--- src/actc_pkg.sv ---
// ----------------------------------------------------------------------------
// actc_pkg
// Shared types and constants for the AR autocovariance Toeplitz unit.
// ----------------------------------------------------------------------------
package actc_pkg;

  localparam int unsigned NUM_PHI = 4;
  localparam int unsigned IDX_W   = 6;   // row / column / lag address width
  localparam int unsigned DIM_W   = 7;   // time_points width
  localparam int unsigned ORD_W   = 3;   // ar_order width
  localparam int unsigned CFG_W   = 16;  // widest register
  localparam int unsigned REG_W   = 3;   // register index width

  // register indexes
  localparam logic [REG_W-1:0] REG_SIGMA = 3'd0;
  localparam logic [REG_W-1:0] REG_PHI0  = 3'd1;
  localparam logic [REG_W-1:0] REG_PHI1  = 3'd2;
  localparam logic [REG_W-1:0] REG_PHI2  = 3'd3;
  localparam logic [REG_W-1:0] REG_PHI3  = 3'd4;
  localparam logic [REG_W-1:0] REG_ORDER = 3'd5;
  localparam logic [REG_W-1:0] REG_TIME  = 3'd6;

  localparam logic KIND_BUILD = 1'b0;
  localparam logic KIND_ROW   = 1'b1;

  localparam logic [32:0] ONE_Q30    = 33'h0_4000_0000;
  localparam logic [6:0]  FALLBACK_K = 7'd100;
  localparam int unsigned DIV_STEPS  = 31;

  typedef enum logic [3:0] {
    OP_NONE,
    OP_INIT,
    OP_SQUARE,
    OP_LAG0,
    OP_DIV_STEP,
    OP_LAG0_WR,
    OP_MUL,
    OP_ACC,
    OP_LAG_WR,
    OP_FINISH,
    OP_RD_ADDR,
    OP_RD_LOAD
  } dp_op_t;

  typedef struct packed {
    dp_op_t           op;
    logic [1:0]       idx;
    logic [IDX_W-1:0] addr;
    logic [DIM_W-1:0] n;
    logic             first;
    logic             last;
  } dp_cmd_t;

  typedef struct packed {
    logic div_run;
    logic out_done;
  } dp_stat_t;

endpackage

--- src/actc_req_if.sv ---
// ----------------------------------------------------------------------------
// actc_req_if
// Request channel: rebuild or row read.
// ----------------------------------------------------------------------------
interface actc_req_if;
  logic       valid;
  logic       ready;
  logic       kind;
  logic [5:0] row;

  modport source (output valid, output kind, output row, input ready);
  modport sink   (input valid, input kind, input row, output ready);
endinterface

--- src/actc_ctrl.sv ---
// ----------------------------------------------------------------------------
// actc_ctrl
// Sequencer: rebuild steps and row sweep, issuing datapath commands.
// ----------------------------------------------------------------------------
module actc_ctrl #(
  parameter int unsigned MAX_TIME  = 64,
  parameter int unsigned MAX_ORDER = 4
) (
  input  logic                          clk,
  input  logic                          rst,
  actc_req_if.sink                      req,
  input  logic [actc_pkg::ORD_W-1:0]    ar_order,
  input  logic [actc_pkg::DIM_W-1:0]    time_points,
  output actc_pkg::dp_cmd_t             cmd,
  input  actc_pkg::dp_stat_t            stat
);
  import actc_pkg::*;

  typedef enum logic [3:0] {
    S_IDLE, S_INIT, S_SQ, S_LAG0, S_CHECK, S_DIV, S_L0WR,
    S_MUL, S_ACC, S_LAGWR, S_FIN, S_RADDR, S_RLOAD, S_OWAIT
  } state_t;

  state_t           state;
  logic             kind;
  logic [IDX_W-1:0] row;
  logic [ORD_W-1:0] j;
  logic [DIM_W-1:0] k;
  logic [DIM_W-1:0] col;
  logic [4:0]       dcnt;
  logic [ORD_W-1:0] p;
  logic [DIM_W-1:0] n;
  logic [IDX_W-1:0] c6;
  logic [IDX_W-1:0] lag_d;

  always_comb begin
    p = (ar_order > ORD_W'(MAX_ORDER)) ? ORD_W'(MAX_ORDER) : ar_order;
    if (time_points == '0) begin
      n = DIM_W'(1);
    end else if (time_points > DIM_W'(MAX_TIME)) begin
      n = DIM_W'(MAX_TIME);
    end else begin
      n = time_points;
    end
    c6    = col[IDX_W-1:0];
    lag_d = (row > c6) ? row - c6 : c6 - row;
  end

  assign req.ready = (state == S_IDLE);

  always_comb begin
    cmd       = '0;
    cmd.op    = OP_NONE;
    cmd.idx   = j[1:0];
    cmd.n     = n;
    cmd.first = (dcnt == 5'(DIV_STEPS - 1));
    unique case (state)
      S_INIT:  cmd.op = OP_INIT;
      S_SQ:    cmd.op = (j < p) ? OP_SQUARE : OP_NONE;
      S_LAG0:  cmd.op = OP_LAG0;
      S_DIV:   cmd.op = OP_DIV_STEP;
      S_L0WR:  cmd.op = OP_LAG0_WR;
      S_MUL:   cmd.op = (j < p) ? OP_MUL : OP_NONE;
      S_ACC:   cmd.op = OP_ACC;
      S_LAGWR: begin
        cmd.op   = OP_LAG_WR;
        cmd.addr = k[IDX_W-1:0];
      end
      S_FIN:   cmd.op = OP_FINISH;
      S_RADDR: begin
        cmd.op   = OP_RD_ADDR;
        cmd.addr = lag_d;
      end
      S_RLOAD: begin
        cmd.op   = OP_RD_LOAD;
        cmd.addr = c6;
        cmd.last = (col + DIM_W'(1) == n);
      end
      default: cmd.op = OP_NONE;
    endcase
  end

  always_ff @(posedge clk) begin
    if (rst) begin
      state <= S_IDLE;
      j     <= '0;
      k     <= '0;
      col   <= '0;
      dcnt  <= '0;
      kind  <= KIND_BUILD;
      row   <= '0;
    end else begin
      unique case (state)
        S_IDLE: begin
          if (req.valid) begin
            kind <= req.kind;
            row  <= req.row;
            col  <= '0;
            if (req.kind == KIND_BUILD) begin
              state <= S_INIT;
            end else if ({1'b0, req.row} < n) begin
              state <= S_RADDR;
            end
          end
        end
        S_INIT: begin
          j     <= '0;
          state <= S_SQ;
        end
        S_SQ: begin
          if (j < p) begin
            j <= j + ORD_W'(1);
          end else begin
            state <= S_LAG0;
          end
        end
        S_LAG0:  state <= S_CHECK;
        S_CHECK: begin
          dcnt  <= 5'(DIV_STEPS - 1);
          state <= stat.div_run ? S_DIV : S_L0WR;
        end
        S_DIV: begin
          if (dcnt == '0) begin
            state <= S_L0WR;
          end else begin
            dcnt <= dcnt - 5'd1;
          end
        end
        S_L0WR: begin
          k     <= DIM_W'(1);
          j     <= '0;
          state <= (n == DIM_W'(1)) ? S_FIN : S_MUL;
        end
        S_MUL: begin
          state <= (j < p) ? S_ACC : S_LAGWR;
        end
        S_ACC: begin
          j     <= j + ORD_W'(1);
          state <= S_MUL;
        end
        S_LAGWR: begin
          k     <= k + DIM_W'(1);
          j     <= '0;
          state <= (k + DIM_W'(1) == n) ? S_FIN : S_MUL;
        end
        S_FIN:   state <= S_OWAIT;
        S_RADDR: state <= S_RLOAD;
        S_RLOAD: state <= S_OWAIT;
        S_OWAIT: begin
          if (stat.out_done) begin
            if (kind == KIND_BUILD || col + DIM_W'(1) == n) begin
              state <= S_IDLE;
            end else begin
              col   <= col + DIM_W'(1);
              state <= S_RADDR;
            end
          end
        end
        default: state <= S_IDLE;
      endcase
    end
  end

endmodule

--- src/flat_wrapper.sv ---
// flat-port wrapper written by rule: the top's interface ports become plain ports
module actc_ctrl_flat import actc_pkg::*;
#(
  parameter int unsigned MAX_TIME  = 64,
  parameter int unsigned MAX_ORDER = 4
)
  (clk, rst, ar_order, time_points, cmd, stat, req_valid, req_kind, req_row, req_ready);
  actc_req_if req_i ();
  input  logic clk;
  input  logic rst;
  input  logic [actc_pkg::ORD_W-1:0] ar_order;
  input  logic [actc_pkg::DIM_W-1:0] time_points;
  output actc_pkg::dp_cmd_t cmd;
  input  actc_pkg::dp_stat_t stat;
  input wire logic [$bits(req_i.valid)-1:0] req_valid;
  input wire logic [$bits(req_i.kind)-1:0] req_kind;
  input wire logic [$bits(req_i.row)-1:0] req_row;
  output wire logic [$bits(req_i.ready)-1:0] req_ready;
  assign req_i.valid = req_valid;
  assign req_i.kind = req_kind;
  assign req_i.row = req_row;
  assign req_ready = req_i.ready;
  actc_ctrl #(.MAX_TIME(MAX_TIME), .MAX_ORDER(MAX_ORDER)) u_core (.clk(clk), .rst(rst), .req(req_i), .ar_order(ar_order), .time_points(time_points), .cmd(cmd), .stat(stat));
endmodule
--- config.mk ---
export PLATFORM = sky130hd
export DESIGN_NAME = actc_ctrl_flat
export DESIGN_NICKNAME = d
export VERILOG_FILES = /design/src/actc_pkg.sv /design/src/actc_req_if.sv /design/src/actc_ctrl.sv /design/src/flat_wrapper.sv
export SDC_FILE = /design/constraint.sdc
export NUM_CORES = 1
export LEC_CHECK = 0
export BUFFER_PORTS_ARGS = -buffer_cell sky130_fd_sc_hd__buf_2
export CORE_ASPECT_RATIO = 1.4
export CORE_MARGIN = 2
export CORE_UTILIZATION = 50
export DETAILED_ROUTE_END_ITERATION = 7
export GPL_ROUTABILITY_DRIVEN = 0
export HOLD_SLACK_MARGIN = 0.06
export PLACE_DENSITY = 0.71
export SLEW_MARGIN = 20
export SYNTH_ARGS = -nofsm -noshare
export SYNTH_HDL_FRONTEND = slang
export SYNTH_SLANG_ARGS = --single-unit
--- constraint.sdc ---
create_clock -name clk -period 6.95 [get_ports clk]
set_input_delay 0.3475 -clock clk [delete_from_list [all_inputs] [get_ports clk]]
set_output_delay 0.3475 -clock clk [all_outputs]
set_load 0.01 [all_outputs]
Yosys cells after proc, flatten, opt, wreduce, memory -nomap -nowiden
Cells that the tools add are included.
Storage, ports and cells
  bits in registers: 33
  bits of input ports: 22
  output and inout port bits: 22
  logic and storage cells: 89
Operators by class
  add/sub/neg operators: 6
  $lt $le $gt $ge: 5
  equality and inequality tests: 25
  multiplexer cells: 30
  bitwise operators: 1
  reduce and logical (&&, ||, !) cells: 15
Operator list (number)
  $pmux 4 s13: 1
  $pmux 4 s11: 1
  $mux 4: 9
  $mux 7: 5
  $pmux 7 s2: 2
  $eq 4x4->1 const B: 6
  $pmux 6 s3: 1
  $eq 4x3->1 const B: 4
  $add 7x1->7 const B: 2
  $eq 7x7->1: 2
  $sub 6x6->6: 2
  $ne 2x2->1 const B: 5
  $pmux 5 s2: 1
  $mux 3: 3
  $pmux 3 s3: 1
  $eq 4x2->1 const B: 2
  $eq 7x1->1 const B: 1
  $gt 7x7->1 const B: 1
  $logic_not 7->1: 1
  $lt 6x7->1: 1
  $gt 6x6->1: 1
  $mux 6: 1
  $reduce_and 2->1: 3
  $reduce_bool 2->1: 3
  20 further kinds: 23

Longest topological paths before layout
Gate-level depths: netlist (run 1).
  depth in word-level cells: 8
  depth in mapped cells: 11
  gate-level depth less buffers: 11

Worst setup path after synthesis (run 1)
OpenSTA, ideal clock, no wires.
  path kind: flip-flop to output port
  start: reg u_core.col[2]
  end: out cmd[14] in the netlist's numbering
  data arrival time: 2518 ps
  data required time: 6602 ps
  slack: 4084 ps
  stages on the path, launching flop included: 10
  buffers on the path: 0
  cells stage by stage: dfxtp_1 inv_1 ha_1 a21o_1 a21o_1 a211oi_2 or4b_2 and4b_1 o41a_1 nand2_1
RTL lines
  start, declared: RTL line actc_ctrl.sv:29  | logic [DIM_W-1:0] col;
  start signal, assigned: RTL line actc_ctrl.sv:154  | col <= col + DIM_W'(1);
  end, declared: RTL line flat_wrapper.sv:13  | output actc_pkg::dp_cmd_t cmd;

==> results of run 1 <==
-- worst min-delay path by stage --
stage	startpoint	to	cells past startpoint
6_report	req_row[0]	u_core.row[0]$_SDFFE_PP0P_	3
5_1_grt	req_row[0]	u_core.row[0]$_SDFFE_PP0P_	3
4_1_cts	req_row[0]	u_core.row[0]$_SDFFE_PP0P_	3
3_5_place_dp	u_core.row[5]$_SDFFE_PP0P_	u_core.row[5]$_SDFFE_PP0P_	2
3_3_place_gp	u_core.row[5]$_SDFFE_PP0P_	u_core.row[5]$_SDFFE_PP0P_	2
2_1_floorplan	u_core.row[5]$_SDFFE_PP0P_	u_core.row[5]$_SDFFE_PP0P_	2
-- cell type report --
cell class | instances | area, µm²
Fill cell | 596 | 2700
Timing Repair Buffer | 43 | 215
Clock buffer | 6 | 72.6
Inverter | 31 | 116
Clock inverter | 2 | 10.0
Tap cell | 72 | 90.1
Multi-Input combinational cell | 332 | 2310
Sequential cell | 33 | 661
-- routing by layer --
layer  up-vias  wire (µm)
li1       1569          -
met1      1412       3640
met2       123       4300
met3        27        451
met4         0        307
met5         -          0
-- Yosys cell counts, types with 3 or more instances --
cell / instances / area [µm²]
sky130_fd_sc_hd__a211oi_1: 4 / 30.0
sky130_fd_sc_hd__a21o_1: 8 / 60.1
sky130_fd_sc_hd__a21oi_1: 24 / 120
sky130_fd_sc_hd__a21oi_2: 3 / 26.3
sky130_fd_sc_hd__a22oi_1: 8 / 60.1
sky130_fd_sc_hd__a311oi_1: 3 / 26.3
sky130_fd_sc_hd__and3_1: 4 / 25.0
sky130_fd_sc_hd__clkbuf_1: 16 / 60.1
sky130_fd_sc_hd__dfxtp_1: 33 / 661
sky130_fd_sc_hd__ha_1: 24 / 300
sky130_fd_sc_hd__inv_1: 29 / 109
sky130_fd_sc_hd__mux2_2: 3 / 33.8
sky130_fd_sc_hd__mux2i_1: 11 / 110
sky130_fd_sc_hd__nand2_1: 39 / 146
sky130_fd_sc_hd__nand2b_1: 8 / 50.1
sky130_fd_sc_hd__nand3_1: 17 / 85.1
sky130_fd_sc_hd__nand4_1: 4 / 25.0
sky130_fd_sc_hd__nor2_1: 39 / 146
sky130_fd_sc_hd__nor2b_1: 4 / 25.0
sky130_fd_sc_hd__nor3_1: 4 / 20.0
sky130_fd_sc_hd__nor3b_1: 3 / 22.5
sky130_fd_sc_hd__o211ai_1: 9 / 67.6
sky130_fd_sc_hd__o21ai_0: 31 / 155
sky130_fd_sc_hd__o31ai_1: 4 / 30.0
sky130_fd_sc_hd__or3_1: 3 / 18.8
sky130_fd_sc_hd__or4_1: 3 / 22.5
sky130_fd_sc_hd__xnor2_1: 15 / 131
sky130_fd_sc_hd__xnor3_1: 3 / 67.6
sky130_fd_sc_hd__xor2_1: 3 / 26.3
-- logic make-up after synthesis --
kind of cell	count (synthesis)	share of synthesized area
mux	14	0.0455
flops	33	0.209
buf+inv	50	0.0617
xor+xnor	21	0.0712
simple gates	148	0.239
compound gates	123	0.266
fa+ha+maj	26	0.108
-- through the flow --
stage	instance area, µm²	hold slack (ns)	cells	setup WS, ns	power, mW
CTS	3470	0.314	519	3.39	1.01
detailed placement	3390	0.511	511	3.72	0.865
global route	3470	0.336	519	3.09	1.09
floorplan	3160	0.465	415	4.08	0.733
finish	3470	0.313	519	3.36	1.01
global placement	3390	0.508	511	3.83	0.854
-- sequential cells by signal, summed over array words and instances, names as in the netlist --
register      flops
u_core.col        7
u_core.dcnt       5
u_core.j          3
u_core.k          7
u_core.kind       1
u_core.row        6
u_core.state      4
-- critical path, cell delays in order, from the launching register on --
cell and delay (ns):
sky130_fd_sc_hd__dfxtp_1 0.49, sky130_fd_sc_hd__ha_1 0.20, sky130_fd_sc_hd__inv_1 0.06, sky130_fd_sc_hd__fa_1 0.39
sky130_fd_sc_hd__a21o_1 0.18, sky130_fd_sc_hd__a21o_1 0.20, sky130_fd_sc_hd__a211oi_2 0.49, sky130_fd_sc_hd__o21ai_0 0.25
sky130_fd_sc_hd__nor4bb_1 0.18, sky130_fd_sc_hd__a221oi_1 0.30, sky130_fd_sc_hd__nand2_1 0.07, sky130_fd_sc_hd__buf_2 0.14
-- power groups by stage --
stage | clock network (mW) | logic [mW] | registers [mW]
after global routing | 0.153 | 0.636 | 0.299
after floorplan | 0 | 0.481 | 0.252
after detailed placement | 0 | 0.571 | 0.294
after CTS | 0.144 | 0.573 | 0.289
after global placement | 0 | 0.561 | 0.293
final | 0.142 | 0.578 | 0.290
==> impl_metrics.yaml, run 1 <==
outcome:
  outcome: "finished, final reports clean"
logic_synthesis:
  synthesis.yosys.warnings: 0
  synth_cells: 415
  synth.distinct_cells: 72
  async_flop_share: 0
  synthesis.area_um2: 3160
  synth_enable_flop_cells: 0
  yosys_register_bits: 33
  synthFlopType: "sky130_fd_sc_hd__dfxtp_1"
  synth_fp_nets: 463
  avgSynthCellArea_um2: 7.62
  ys_seq_area_frac: 0.209
power:
  vdd.ir_drop.worst_mv: 0.244
  switchingPower_uw: 465
  clock_power_share: 0.141
  seq_power_share: 0.287
  combPwrFrac: 0.572
  internal_power_uw: 545
  swShare: 0.461
  leakage_nw: 1.48
  cellPowerDensity_nw_per_um2: 291
clock_tree:
  cts_max_path_buffers: 2
  clkLatencyLatePin_ns: 0.29
  clock-sinks: 33
  cts-buffers-inserted: 5
  cts_hold_buf: 0
  post_cts_resize_count: 0
  htree_levels: 2
  tritoncts: "built"
  cts-root-buf: "sky130_fd_sc_hd__clkbuf_8"
  cts_setup_buffers: 0
  path_clk_slew_ns: 0.07
timing:
  hold_violations_final: 0
  unrepaired_setup_endpoints_after_global_routing: "no"
  fin_setup_tns_ns: 0
  fmax_mhz: 279
  timing_worst_slew_pin_value_ns: 1.08
  fin_crit_sh: 0.516
  maxSlewHeadroom: 0.275
  final.setup_skew_ns: 0.00863
  slew_violations: 0
  timing.final.setup_violations: 0
  fin_crit_ns: 3.59
drt:
  postRouteAntennaNets: 0
  detail_route.vias_per_cell: 6.03
  drt_iter0_markers: 177
  route.vias.total: 3131
  drt_drc_violations_left: 0
  wl_um: 8700
  drtPass1Iterations: 4
  routed_wire_length_per_instance_um: 16.8
grt:
  grt_pass1_wl_um: 14000
  largest_net_degree_at_the_start_of_global_routing: 29
  global_route.usage.met3: 0.0320
  grt_pass1_vias: 2970
  global_route.usage.total: 0.250
  globalRoute.totalOverflow: 0
  groute.layer.met2.usage: 0.433
  busiest_layer: "met2"
  antenna_found_initial: 0
  grt_util_met1: 0.301
critical_path:
  ff2ff_path_depth: 8
  critical_path.endpoint: "cmd[14]"
  critical_path_class: "reg2out"
  worst_setup_path_start_kind: "register"
  worst_r2r_startpoint: "u_core.col[0]$_SDFFE_PP0P_"
  path_max_fanout: 10
  arrival_ns: 3.24
  crit_path_start: "u_core.col[0]$_SDFFE_PP0P_"
  ff_to_ff_setup_slack_ns: 4.19
  worst-endpoint-required_ns: 6.60
  crit-reg2reg-capture: "u_core.col[1]$_SDFFE_PP0P_"
  worst_setup_path_end_kind: "output port"
flow_run:
  maxCapViolCount: 0
finish:
  post_route_cells_drive_above_1_share: 0.159
  design.final.nets: 494
  finalCoreUtilization: 0.563
  final_cell_mix: "sky130_fd_sc_hd__buf_2 (43), sky130_fd_sc_hd__nand2_1 (39), sky130_fd_sc_hd__nor2_1 (39)"
  insertedDiodeCount: 0
  area_added_between_synthesis_and_finish_pct: 9.77
  layout_commonest_cell: "sky130_fd_sc_hd__buf_2"
floorplan:
  floorplan.initialDensity: 0.513
  die_area_um2: 6980
  placement_rows: 34
  core_um2: 6170
  die_x_um: 71.2
  dieHeight_um: 98.1
  io-pin-count: 44
placement:
  placement.io_buffers: 43
  place.detailed.hpwl_um: 6810
hold_path:
  min_path_type: "in2reg"
Note: power is estimated with default switching activity, not from simulation.
==> inputs of run 2 (changes only) <==
ABC_AREA = 1   (was default)
PLACE_DENSITY = 0.74   (was 0.71)
clock period = 3.2 ns   (was 6.95 ns; I/O delays follow)
==> run 2 against run 1 <==
Register-to-register slack worse by 3.2 ns. Via count grew 8.4%. Cell count increased by 18%. Count of clock-buffer cells in the layout shrank 1. Worst setup slack got worse by 3.1 ns. Power up 110%. Wire length is 0.16% lower. Synthesized cell count increased by 22%. Sequential power grew 93%. Utilization rose by 1.4 points. Largest power group unchanged.
==> impl_metrics.yaml, run 2 <==
grt:
  globalRoute.totalOverflow: 0
  antenna_found_initial: 0
  grt_pass1_wl_um: 14600
  grt_pass1_vias: 3269
  largest_net_degree_at_the_start_of_global_routing: 24
  global_route.usage.total: 0.262
logic_synthesis:
  async_flop_share: 0
  yosysTopAreaCell: "sky130_fd_sc_hd__dfxtp_1"
  synthFlopType: "sky130_fd_sc_hd__dfxtp_1"
  synth.distinct_cells: 40
  synth_fp_nets: 553
  synth_cells: 505
  yosys-top-cells-count: "sky130_fd_sc_hd__nand2_1 (135), sky130_fd_sc_hd__inv_1 (64), sky130_fd_sc_hd__nor2_1 (47)"
  yosysTopAreaCellShare: 0.214
  yosys_register_bits: 33
  synthesis.area_um2: 3080
  synthMostInstantiatedCell: "sky130_fd_sc_hd__nand2_1"
  avgSynthCellArea_um2: 6.10
  ys_seq_area_frac: 0.214
  synth_enable_flop_cells: 0
  netlist_top_cells_area: "sky130_fd_sc_hd__dfxtp_1 (21%), sky130_fd_sc_hd__nand2_1 (16%), sky130_fd_sc_hd__ha_1 (9.7%)"
  synthesis.yosys.warnings: 0
clock_tree:
  tritoncts: "built"
  clkLatencyLatePin_ns: 0.29
  clock-sinks: 33
  path_clk_slew_ns: 0.07
  htree_levels: 2
  cts-buffers-inserted: 5
  cts_max_path_buffers: 2
  post_cts_resize_count: 0
  cts_hold_buf: 0
  cts-root-buf: "sky130_fd_sc_hd__clkbuf_8"
  cts_setup_buffers: 0
drt:
  routed_wire_length_per_instance_um: 14.1
  route.vias.total: 3395
  wl_met1_um: 3630
  postRouteAntennaNets: 0
  drt_iter0_markers: 144
  detail_route.vias_per_cell: 5.52
  detailroute.wirelength.met2_um: 4380
  wl_um: 8680
  drt_drc_violations_left: 0
  route.met3.wl_um: 412
  top_signal_layer_used: "met4"
  drtPass1Iterations: 5
hold_path:
  hold_depth: 3
  min_path_type: "in2reg"
critical_path:
  max_stage_delay_ns: 0.50
  critical-path-slowest-cell: "sky130_fd_sc_hd__dfxtp_1"
  cp_num_buf_inv: 2
  worst_setup_path_end_kind: "output port"
  arrival_ns: 2.77
  path_max_fanout: 9
  worst_setup_path_start_kind: "register"
  worstSetupPathDepth: 14
  ff2ff_path_depth: 15
  timing.critical_path.cells: "ha_1, inv_1, fa_1, nand2_1, nand2_1, a21oi_1, o21ai_0, nand2_1, o21ai_0, o21ai_0, a21oi_1, o21ai_0, o211ai_1, buf_2"
  critical_path_class: "reg2out"
  critPathTopFamily: "compound AO/OA/AOI/OAI gates"
  path_common_cell: "sky130_fd_sc_hd__o21ai_0"
  worst-endpoint-required_ns: 3.04
floorplan:
  die_area_um2: 6820
  core_um2: 5900
  dieHeight_um: 96.9
  placement_rows: 33
  floorplan.initialDensity: 0.522
  io-pin-count: 44
  die_x_um: 70.4
power:
  cellPowerDensity_nw_per_um2: 611
  clock_power_share: 0.155
  internal_power_mw: 1.05
  swShare: 0.495
  combPwrFrac: 0.575
  switchingPower_mw: 1.03
  seq_power_share: 0.270
  vdd.ir_drop.worst_mv: 0.317
  post-layout-total-power_mw: 2.08
  leakage_nw: 1.59
placement:
  placement.io_buffers: 43
  dp.cells: 607
  placement_cell_area_um2: 3320
  place.detailed.hpwl_um: 7070
finish:
  area_added_between_synthesis_and_finish_pct: 10.3
  final_cell_count_no_fill: 615
  finalCoreUtilization: 0.576
  design.final.nets: 592
  insertedDiodeCount: 0
  post_route_cells_drive_above_1_share: 0.158
  largestRegisters: "u_core.col x7, u_core.k x7, u_core.row x6"
  layout_commonest_cell: "sky130_fd_sc_hd__nand2_1"
  final_cell_mix: "sky130_fd_sc_hd__nand2_1 (135), sky130_fd_sc_hd__inv_1 (64), sky130_fd_sc_hd__nor2_1 (47)"
  post-route-cell-area_um2: 3400
timing:
  slew_violations: 0
  fin_crit_sh: 0.916
  maxSlewHeadroom: 0.578
  fin_crit_ns: 2.93
  fmax_mhz: 341
  fin_setup_tns_ns: 0
  unrepaired_setup_endpoints_after_global_routing: "no"
  timing.final.setup_violations: 0
  timing_worst_slew_pin_value_ns: 0.630
  final.setup_skew_ns: 0.00537
  hold_violations_final: 0
outcome:
  outcome: "finished, final reports clean"
flow_run:
  maxCapViolCount: 0
run 2: cell types whose count changed in the layout (fill, tap and decap cells not counted), sizes merged, moves of 8 or more:
cell,previous run,this run
mux2i,11,0
nand2b,8,0
a21o,8,0
nor2,40,53
inv,31,77
xnor2,15,2
a21oi,27,49
a22oi,8,0
o21ai,31,23
nand2,39,143
nand3,19,43
run 2: cells by family after synthesis:
family	Yosys count	synth area share
and+or+nand+nor	260	0.368
adders and majority gates	26	0.110
xor gates and xnor gates	7	0.0199
buffers and inverters	91	0.122
AOI/OAI and AO/OA	88	0.166
DFF	33	0.214
run 2: area by class of cell:
cell class | count | area, µm²
Tap cell | 70 | 87.6
Clock buffer | 5 | 68.8
Fill cell | 613 | 2500
Multi-Input combinational cell | 381 | 2050
Clock inverter | 3 | 17.5
Timing Repair Buffer | 44 | 223
Inverter | 79 | 299
Sequential cell | 33 | 661
run 2: worst paths after layout:
check / startpoint / endpoint / slack (ns)
min: stat[0] / u_core.state[3]$_SDFFE_PP0P_ / 0.18
max: u_core.col[0]$_SDFFE_PP0P_ / cmd[13] / 0.27
max reg2reg: u_core.col[0]$_SDFFE_PP0P_ / u_core.col[6]$_SDFFE_PP0P_ / 1.02
min reg2reg: u_core.dcnt[0]$_SDFFE_PP0P_ / u_core.dcnt[0]$_SDFFE_PP0P_ / 0.45
run 2: worst reg2reg max path: stages (launching register included):
cell	delay, ns
sky130_fd_sc_hd__dfxtp_1	0.50
sky130_fd_sc_hd__ha_1	0.28
sky130_fd_sc_hd__nand2_1	0.11
sky130_fd_sc_hd__nor2_2	0.14
sky130_fd_sc_hd__nand2_1	0.08
sky130_fd_sc_hd__nand2_1	0.08
sky130_fd_sc_hd__nand3_1	0.07
sky130_fd_sc_hd__nand2_1	0.08
sky130_fd_sc_hd__nand2_1	0.06
sky130_fd_sc_hd__nor2_2	0.11
sky130_fd_sc_hd__nand2_2	0.11
sky130_fd_sc_hd__nand2_4	0.10
sky130_fd_sc_hd__nand2_4	0.09
sky130_fd_sc_hd__nand2_4	0.12
sky130_fd_sc_hd__nand2_1	0.08
sky130_fd_sc_hd__a21oi_2	0.13
run 2: stage by stage:
| step | worst slack [ns] | hold slack, ns |
|---|---|---|
| finish | 0.267 | 0.177 |
| detailed placement | 0.685 | 0.446 |
| floorplan | 1.06 | 0.229 |
| global placement | 0.823 | 0.441 |
| CTS | 0.359 | 0.166 |
| global route | 0.0554 | 0.201 |
run 2: power groups by stage:
stage	Combinational, mW	Clock, mW	Sequential, mW
floorplan	0.910	0	0.555
global placement	1.15	0	0.566
global route	1.36	0.338	0.573
CTS	1.18	0.324	0.561
detailed placement	1.17	0	0.570
finish	1.20	0.322	0.561
run 2: per-layer routing:
layer,up-vias,track usage
met5,-,0
met4,0,0.108
met3,29,0.0427
met2,98,0.452
met1,1553,0.317
li1,1715,-
==> inputs of run 3 (changes only) <==
ABC_AREA = default   (was 1)
==> run 3 against run 2 <==
Worst setup slack worse by 0.16 ns. Non-clock buffer count rose by 10. Sequential power increased by 13%. Cell count down 14%. Critical path depth decreased by 2. Count of clock-buffer cells in the layout rose by 2. Sequential share of layout area fell by 1.1 points. First-iteration DRC count rose by 58%. Sequential cell count is the same. Worst hold slack worse by 0.018 ns. Critical path type unchanged. Largest cell class unchanged. Largest power group unchanged.
==> impl_metrics.yaml, run 3 (same netlist as run 1, synthesis figures left out) <==
finish:
  post_route_cells_drive_above_1_share: 0.192
  post-route-cell-area_um2: 3610
  layout_commonest_cell: "sky130_fd_sc_hd__buf_2"
  design.final.nets: 505
  largestRegisters: "u_core.col x7, u_core.k x7, u_core.row x6"
  area_added_between_synthesis_and_finish_pct: 14.2
  finalCoreUtilization: 0.586
  final_cell_mix: "sky130_fd_sc_hd__buf_2 (43), sky130_fd_sc_hd__nand2_1 (39), sky130_fd_sc_hd__nor2_1 (39)"
  insertedDiodeCount: 0
floorplan:
  placement_rows: 34
  floorplan.initialDensity: 0.513
  core_um2: 6170
  dieHeight_um: 98.1
  io-pin-count: 44
  die_area_um2: 6980
  die_x_um: 71.2
critical_path:
  crit_path_start: "u_core.row[0]$_SDFFE_PP0P_"
  worst-endpoint-required_ns: 3.04
  worst_r2r_startpoint: "u_core.col[1]$_SDFFE_PP0P_"
  timing.critical_path.cells: "inv_1, ha_1, inv_2, fa_2, a21o_1, a21o_1, a211oi_4, or4b_2, and4b_1, o41a_1, nand2_1, buf_2"
  crit-reg2reg-capture: "u_core.col[1]$_SDFFE_PP0P_"
  critical_path_class: "reg2out"
  critical-path-slowest-cell: "sky130_fd_sc_hd__or4b_2"
  path_common_cell: "sky130_fd_sc_hd__a21o_1"
  ff_to_ff_setup_slack_ns: 0.51
  arrival_ns: 2.93
  max_stage_delay_ns: 0.67
  ff2ff_path_depth: 9
  path_max_fanout: 6
  worst_setup_path_start_kind: "register"
  worst_setup_path_end_kind: "output port"
  critical_path.endpoint: "cmd[14]"
drt:
  routed_wire_length_per_instance_um: 16.8
  wl_um: 8900
  postRouteAntennaNets: 0
  detail_route.vias_per_cell: 6.18
  drtPass1Iterations: 6
  drt_iter0_markers: 228
  drt_drc_violations_left: 0
  route.vias.total: 3275
timing:
  fin_crit_sh: 0.967
  maxSlewHeadroom: 0.567
  final.setup_skew_ns: 0.00779
  timing.final.setup_violations: 0
  hold_violations_final: 0
  fin_crit_ns: 3.09
  fmax_mhz: 323
  slew_violations: 0
  timing_worst_slew_pin_value_ns: 0.649
power:
  vdd.ir_drop.worst_mv: 0.442
  internal_power_mw: 1.35
  seq_power_share: 0.263
  leakage_nw: 1.56
  clock_power_share: 0.169
  combPwrFrac: 0.568
  swShare: 0.440
  cellPowerDensity_nw_per_um2: 668
  switchingPower_mw: 1.06
clock_tree:
  cts_hold_buf: 0
  cts_max_path_buffers: 2
  clock-sinks: 33
  htree_levels: 2
  cts-root-buf: "sky130_fd_sc_hd__clkbuf_8"
  clkLatencyLatePin_ns: 0.29
  tritoncts: "built"
  cts-buffers-inserted: 5
  path_clk_slew_ns: 0.07
flow_run:
  maxCapViolCount: 0
grt:
  globalRoute.totalOverflow: 0
  busiest_layer: "met2"
  grt_pass1_vias: 3123
  antenna_found_initial: 0
  global_route.usage.total: 0.255
  global_route.usage.met3: 0.0330
  grt_pass1_wl_um: 14400
  largest_net_degree_at_the_start_of_global_routing: 29
  grt_util_met1: 0.302
  groute.layer.met2.usage: 0.430
placement:
  placement.io_buffers: 43
  placement_cell_area_um2: 3450
  place.detailed.hpwl_um: 6790
hold_path:
  min_path_type: "in2reg"
  hp-start: "req_row[0]"
outcome:
  outcome: "finished, final reports clean"
## run 3: stage by stage
step / worst slack (ns) / TNS, ns / std cells / power, mW / hold WS, ns
6_report: 0.106 / 0 / 530 / 2.41 / 0.159
4_1_cts: 0.0659 / 0 / 527 / 2.33 / 0.144
3_5_place_dp: 0.311 / 0 / 519 / 1.90 / 0.444
5_1_grt: -0.0105 / -0.0105 / 530 / 2.58 / 0.162
3_3_place_gp: 0.427 / 0 / 519 / 1.86 / 0.429
2_1_floorplan: 0.522 / 0 / 415 / 1.59 / 0.307
## run 3: worst min path at each step
| stage | cells after the start | to |
|---|---|---|
| global placement | 3 | u_core.row[0]$_SDFFE_PP0P_ |
| CTS | 3 | u_core.row[0]$_SDFFE_PP0P_ |
| finish | 3 | u_core.row[0]$_SDFFE_PP0P_ |
| floorplan | 2 | u_core.kind$_SDFFE_PP0P_ |
| detailed placement | 3 | u_core.row[0]$_SDFFE_PP0P_ |
| global route | 3 | u_core.row[0]$_SDFFE_PP0P_ |
## run 3: critical path, delay by kind of cell (launching register included)
kind,cells,cell delay [ns]
AND/OR/NAND/NOR,3,0.99
buffers and inverters,3,0.24
flip-flops,1,0.34
adder cells (fa/ha/maj),2,0.38
AO/OA/AOI/OAI,4,0.70
## run 3: timing repair
action,4_1_cts,5_1_grt
pin swaps,0,2
endpoints found under the hold margin,0,0
cloned,0,0
gates resized for setup,1,6
buffers inserted,0,3
setup endpoints to repair,1,1
## run 3: routing by layer
| layer | up-vias | routed length, µm |
|---|---|---|
| li1 | 1587 | - |
| met1 | 1527 | 3630 |
| met4 | 0 | 447 |
| met5 | - | 0 |
| met3 | 36 | 467 |
| met2 | 125 | 4360 |
## run 3: power groups by stage
stage               clock network (mW)  logic (mW)  registers (mW)
floorplan                            0        1.05           0.547
finish                           0.409        1.37           0.634
detailed placement                   0        1.27           0.637
CTS                              0.416        1.29           0.629
global placement                     0        1.23           0.632
global route                     0.437        1.49           0.654
## run 3: cell type report
| class | instances | area (µm²) |
|---|---|---|
| fill | 612 | 2560 |
| multi-input combinational | 332 | 2330 |
| sequential | 33 | 663 |
| timing repair buffer | 54 | 298 |
| inverter | 31 | 116 |
| tap | 72 | 90.1 |
| clock buffer | 7 | 86.3 |
| clock inverter | 1 | 30.0 |
